$ cat config.mk
export PLATFORM = sky130hd
export DESIGN_NAME = tsfkv_ram
export DESIGN_NICKNAME = d
export VERILOG_FILES = /design/src/hw/rtl/assert_macros.svh /design/src/hw/rtl/tsfkv_ram.sv
export SDC_FILE = /design/constraint.sdc
export NUM_CORES = 2
export LEC_CHECK = 0
export BUFFER_PORTS_ARGS = -buffer_cell sky130_fd_sc_hd__buf_2
export CORE_ASPECT_RATIO = 1.2
export CORE_MARGIN = 3
export CORE_UTILIZATION = 55
export DETAILED_ROUTE_END_ITERATION = 8
export PLACE_DENSITY = 0.83
export SYNTH_ARGS = -nofsm -noshare
export SYNTH_HDL_FRONTEND = slang
export SYNTH_SLANG_ARGS = --single-unit
$ cat constraint.sdc
create_clock -name clk -period 2.95 [get_ports clk]
set_clock_uncertainty 0.05 [all_clocks]
set_input_delay 0.1475 -clock clk [delete_from_list [all_inputs] [get_ports clk]]
set_output_delay 0.1475 -clock clk [all_outputs]
set_load 0.01 [all_outputs]
$ cat src/hw/rtl/assert_macros.svh
// Assertion helpers shared by the RTL. Checks are clocked on clk and
// the plain form is disabled while rst_n is low.
`ifndef ASSERT_MACROS_SVH
`define ASSERT_MACROS_SVH
`ifndef SYNTHESIS
`define TSFKV_ASSERT(lbl, prop, msg) \
  lbl: assert property (@(posedge clk) disable iff (!rst_n) prop) else $error(msg);
`define TSFKV_ASSERT_RST(lbl, prop, msg) \
  lbl: assert property (@(posedge clk) prop) else $error(msg);
`else
`define TSFKV_ASSERT(lbl, prop, msg)
`define TSFKV_ASSERT_RST(lbl, prop, msg)
`endif
`endif

$ cat src/hw/rtl/tsfkv_ram.sv
`timescale 1ns / 1ps
module tsfkv_ram #(
  parameter int W = 8,
  parameter int D = 256
) (
  input  logic                 clk,
  input  logic                 we,
  input  logic [$clog2(D)-1:0] addr,
  input  logic [W-1:0]         wdata,
  output logic [W-1:0]         rdata
);

  logic [W-1:0] mem [D];

  // single port, registered read
  always_ff @(posedge clk) begin
    if (we) begin
      mem[addr] <= wdata;
    end
    rdata <= mem[addr];
  end

endmodule

==> impl_metrics.csv <==
group,metric,value,unit
yosys,synth-compound-area-share,3.622,%
timing,setup_ws,0.06546,ns
place,placed_cells,5659,
place,io_buffers,25,
yosys,syn_nets,3565,
worst_setup_path,critPathArrivalTime,3.42,ns
worst_setup_path,crit_cells,5,
drt,antenna_left,0,
worst_setup_path,cp_max_fo,1,
drt,firstDrtPassIters,6,
die,ios,26,
yosys,ys_types,22,
drt,vias,42030,
timing,fmax,0.3467,GHz
power_and_ir_drop,leakage,28.28,nW
timing,rsz0062_at_grt,"no",
power_and_ir_drop,power,58.59,mW
worst_hold_path,min_path_cells,1,
clock_tree,cts_tree,"yes",
worst_setup_path,worstSetupStartpoint,"mem[167][4]$_DFFE_PP_",
drt,drc,0,
drt,wire_per_inst,35.19,µm
yosys,synth_seq_cells,2056,
timing,fin_tns_setup,0,ns
worst_setup_path,crit_type,"reg -> reg",
yosys,ys_seq_area_share,78.55,%
outcome,status,"finished, final reports clean",
timing,setup_viol,0,
die,core_region_area,0.1415,mm²
timing,slew_headroom,12.36,%
global_route,antenna_found_initial,10,
timing,whs,0.004642,ns
power_and_ir_drop,peakVddDrop,0.5413,mV
place,dp_hpwl,118.0,mm
place,post-place-ws,-0.5790,ns
drt,drtIter0Drc,7283,
yosys,ys.flop_type,"edfxtp_1",
die,placementRows,151,
clock_tree,insertion_delay,0.82,ns
place,postPlaceCellArea,0.08420,mm²
clock_tree,clock_sinks,2056,
drt,totalWireLength,211.0,mm
timing,finalCriticalPeriod,2.885,ns
worst_setup_path,r2r_cells,5,
cells_and_area,final_cell_count_no_fill,5997,
worst_setup_path,cp_top_family,"compound AO/OA/AOI/OAI gates",
cells_and_area,nNetsFinal,4026,
yosys,synthAdderAreaFrac,0,%
run,cap_violations,0,
yosys,synthArstFlopShare,0,%
cells_and_area,layout_commonest_cell,"edfxtp_1",
worst_setup_path,crit_chain,"mux4_2 > a22oi_1 > a21oi_1 > o41ai_2 > nand4_1",
timing,final_max_slew_viol_count,0,
yosys,synth_edf_count,2048,
yosys,synth-xor-area-share,0,%
die,die_h,419.8,µm
clock_tree,clockBufferDepth,3,
global_route,grt_pass1_vias,42640,
drt,vias_per_cell,7.008,
global_route,grt_first_pass_wirelength,306.3,mm
yosys,synth_top_family_by_area,"multiplexers",
die,fp.dieArea,0.1473,mm²
worst_setup_path,r2r_start,"mem[167][4]$_DFFE_PP_",
timing,hold_viol,0,
clock_tree,cts_max_level,4,
cells_and_area,final_cell_area,0.09009,mm²
cells_and_area,drive_gt1_share,30.89,%
worst_setup_path,crit_path_top_delay_cell,"o41ai_2",
global_route,overflow,0,
yosys,synth_mux_area_share,14.69,%
timing,fin_crit_sh,97.78,%
yosys,yosys.area_share.simple,1.733,%
worst_setup_path,cp.required,3.49,ns
yosys,yosys_warnings,0,
cells_and_area,fin_util,63.66,%
cells_and_area,synthToLayoutAreaGrowth,14.77,%
worst_setup_path,critPathBufInv,0,
worst_setup_path,start_kind,"flip-flop",
global_route,grtUsageTotal,29.15,%
clock_tree,clk_pin_slew,0.07,ns
die,initial_utilization,55.47,%
power_and_ir_drop,pwr_density_cell,650.4,mW/mm²
yosys,syn_inst,3547,
global_route,grt_max_degree,112,
cells_and_area,final_cell_mix,"edfxtp_1 (2048), mux4_2 (512), buf_4 (432), a22oi_1 (256), nor2_1 (231)",
die,die_w,350.9,µm
cells_and_area,nFillCells,8268,
yosys,synthesis.area,0.07849,mm²
worst_setup_path,end_kind,"flip-flop",
clock_tree,cts_buffers,175,
clock_tree,root_buffer,"clkbuf_16",
worst_setup_path,critPathMaxStageDelay,0.83,ns
place,place.gp.congestion,0.8535,
timing,worstMarginPinSlew,1.305,ns
worst_hold_path,holdCritPathClass,"in -> reg",
worst_hold_path,hp-start,"wdata[6]",
yosys,avgSynthCellArea,22.13,µm²
registers in the layout, indices dropped and copies added, names as in the netlist:
register and count:
mem 2048, rdata 8
synth_stat cells, types with 19 or more instances:
master | number | area [µm²]
a21oi_1 | 128 | 640.6
a22oi_1 | 256 | 1922
buf_1 | 19 | 71.32
buf_2 | 36 | 180.2
clkbuf_1 | 145 | 544.3
edfxtp_1 | 2048 | 61500
mux4_2 | 512 | 11530
nand2_1 | 28 | 105.1
nor2_1 | 232 | 870.8
nor3_1 | 30 | 150.1
o41ai_1 | 32 | 280.3
worst paths after layout:
kind | endpoint | slack (ns)
worst min-delay path | mem[152][6]$_DFFE_PP_ | 0.005
worst max register to register | rdata[4]$_DFF_P_ | 0.07
worst max-delay path | rdata[4]$_DFF_P_ | 0.07
worst min register to register | rdata[1]$_DFF_P_ | 0.99
report_power, final:
group          total [mW]  internal (mW)  leakage [nW]  switching, mW
clock                23.4           13.0          2.77           10.4
combinational        2.98           1.08          7.03           1.90
sequential           32.2           32.2          18.5         0.0618
total                58.6           46.2          28.3           12.4
layer usage:
metal	wire length, µm	GRT usage (%)	vias to the layer above
li1	-	-	15960
met1	65590	37.18	21320
met2	104100	47.03	3936
met3	27150	6.437	801
met4	14110	16.18	8
met5	58	0	-
cell type report:
class                           instances  area [µm²]  area share, %
Clock buffer                          226        4676          5.190
Antenna cell                            7       17.52        0.01944
Sequential cell                      2056       61660          68.44
Multi-Input combinational cell       1258       15790          17.53
Clock inverter                         97        1084          1.203
Tap cell                             1836        2297          2.550
Timing Repair Buffer                  516        4559          5.061
Inverter                                1       3.754       0.004167
cells by family (layout without fill, tap and decap cells):
family	Yosys count	count (layout)
multiplexers	512	512
flip-flops	2056	2056
buffers and inverters	233	840
AND/OR/NAND/NOR	330	330
other	0	7
AO/OA/AOI/OAI	416	416
worst reg2reg max path, cell delays in order (launching register included):
cell      delay, ns
edfxtp_1       0.40
mux4_2         0.50
a22oi_1        0.37
a21oi_1        0.17
o41ai_2        0.83
nand4_1        0.35
repair_timing:
| action | CTS | global route |
|---|---|---|
| endpoints found under the setup margin | 1 | 2 |
| hold buffers | 7 | 1 |
| gates resized for setup | 2 | 2 |
| hold endpoints to repair | 292 | 2 |
| buffers inserted | 0 | 0 |
Power figures use the tool's default switching activity.
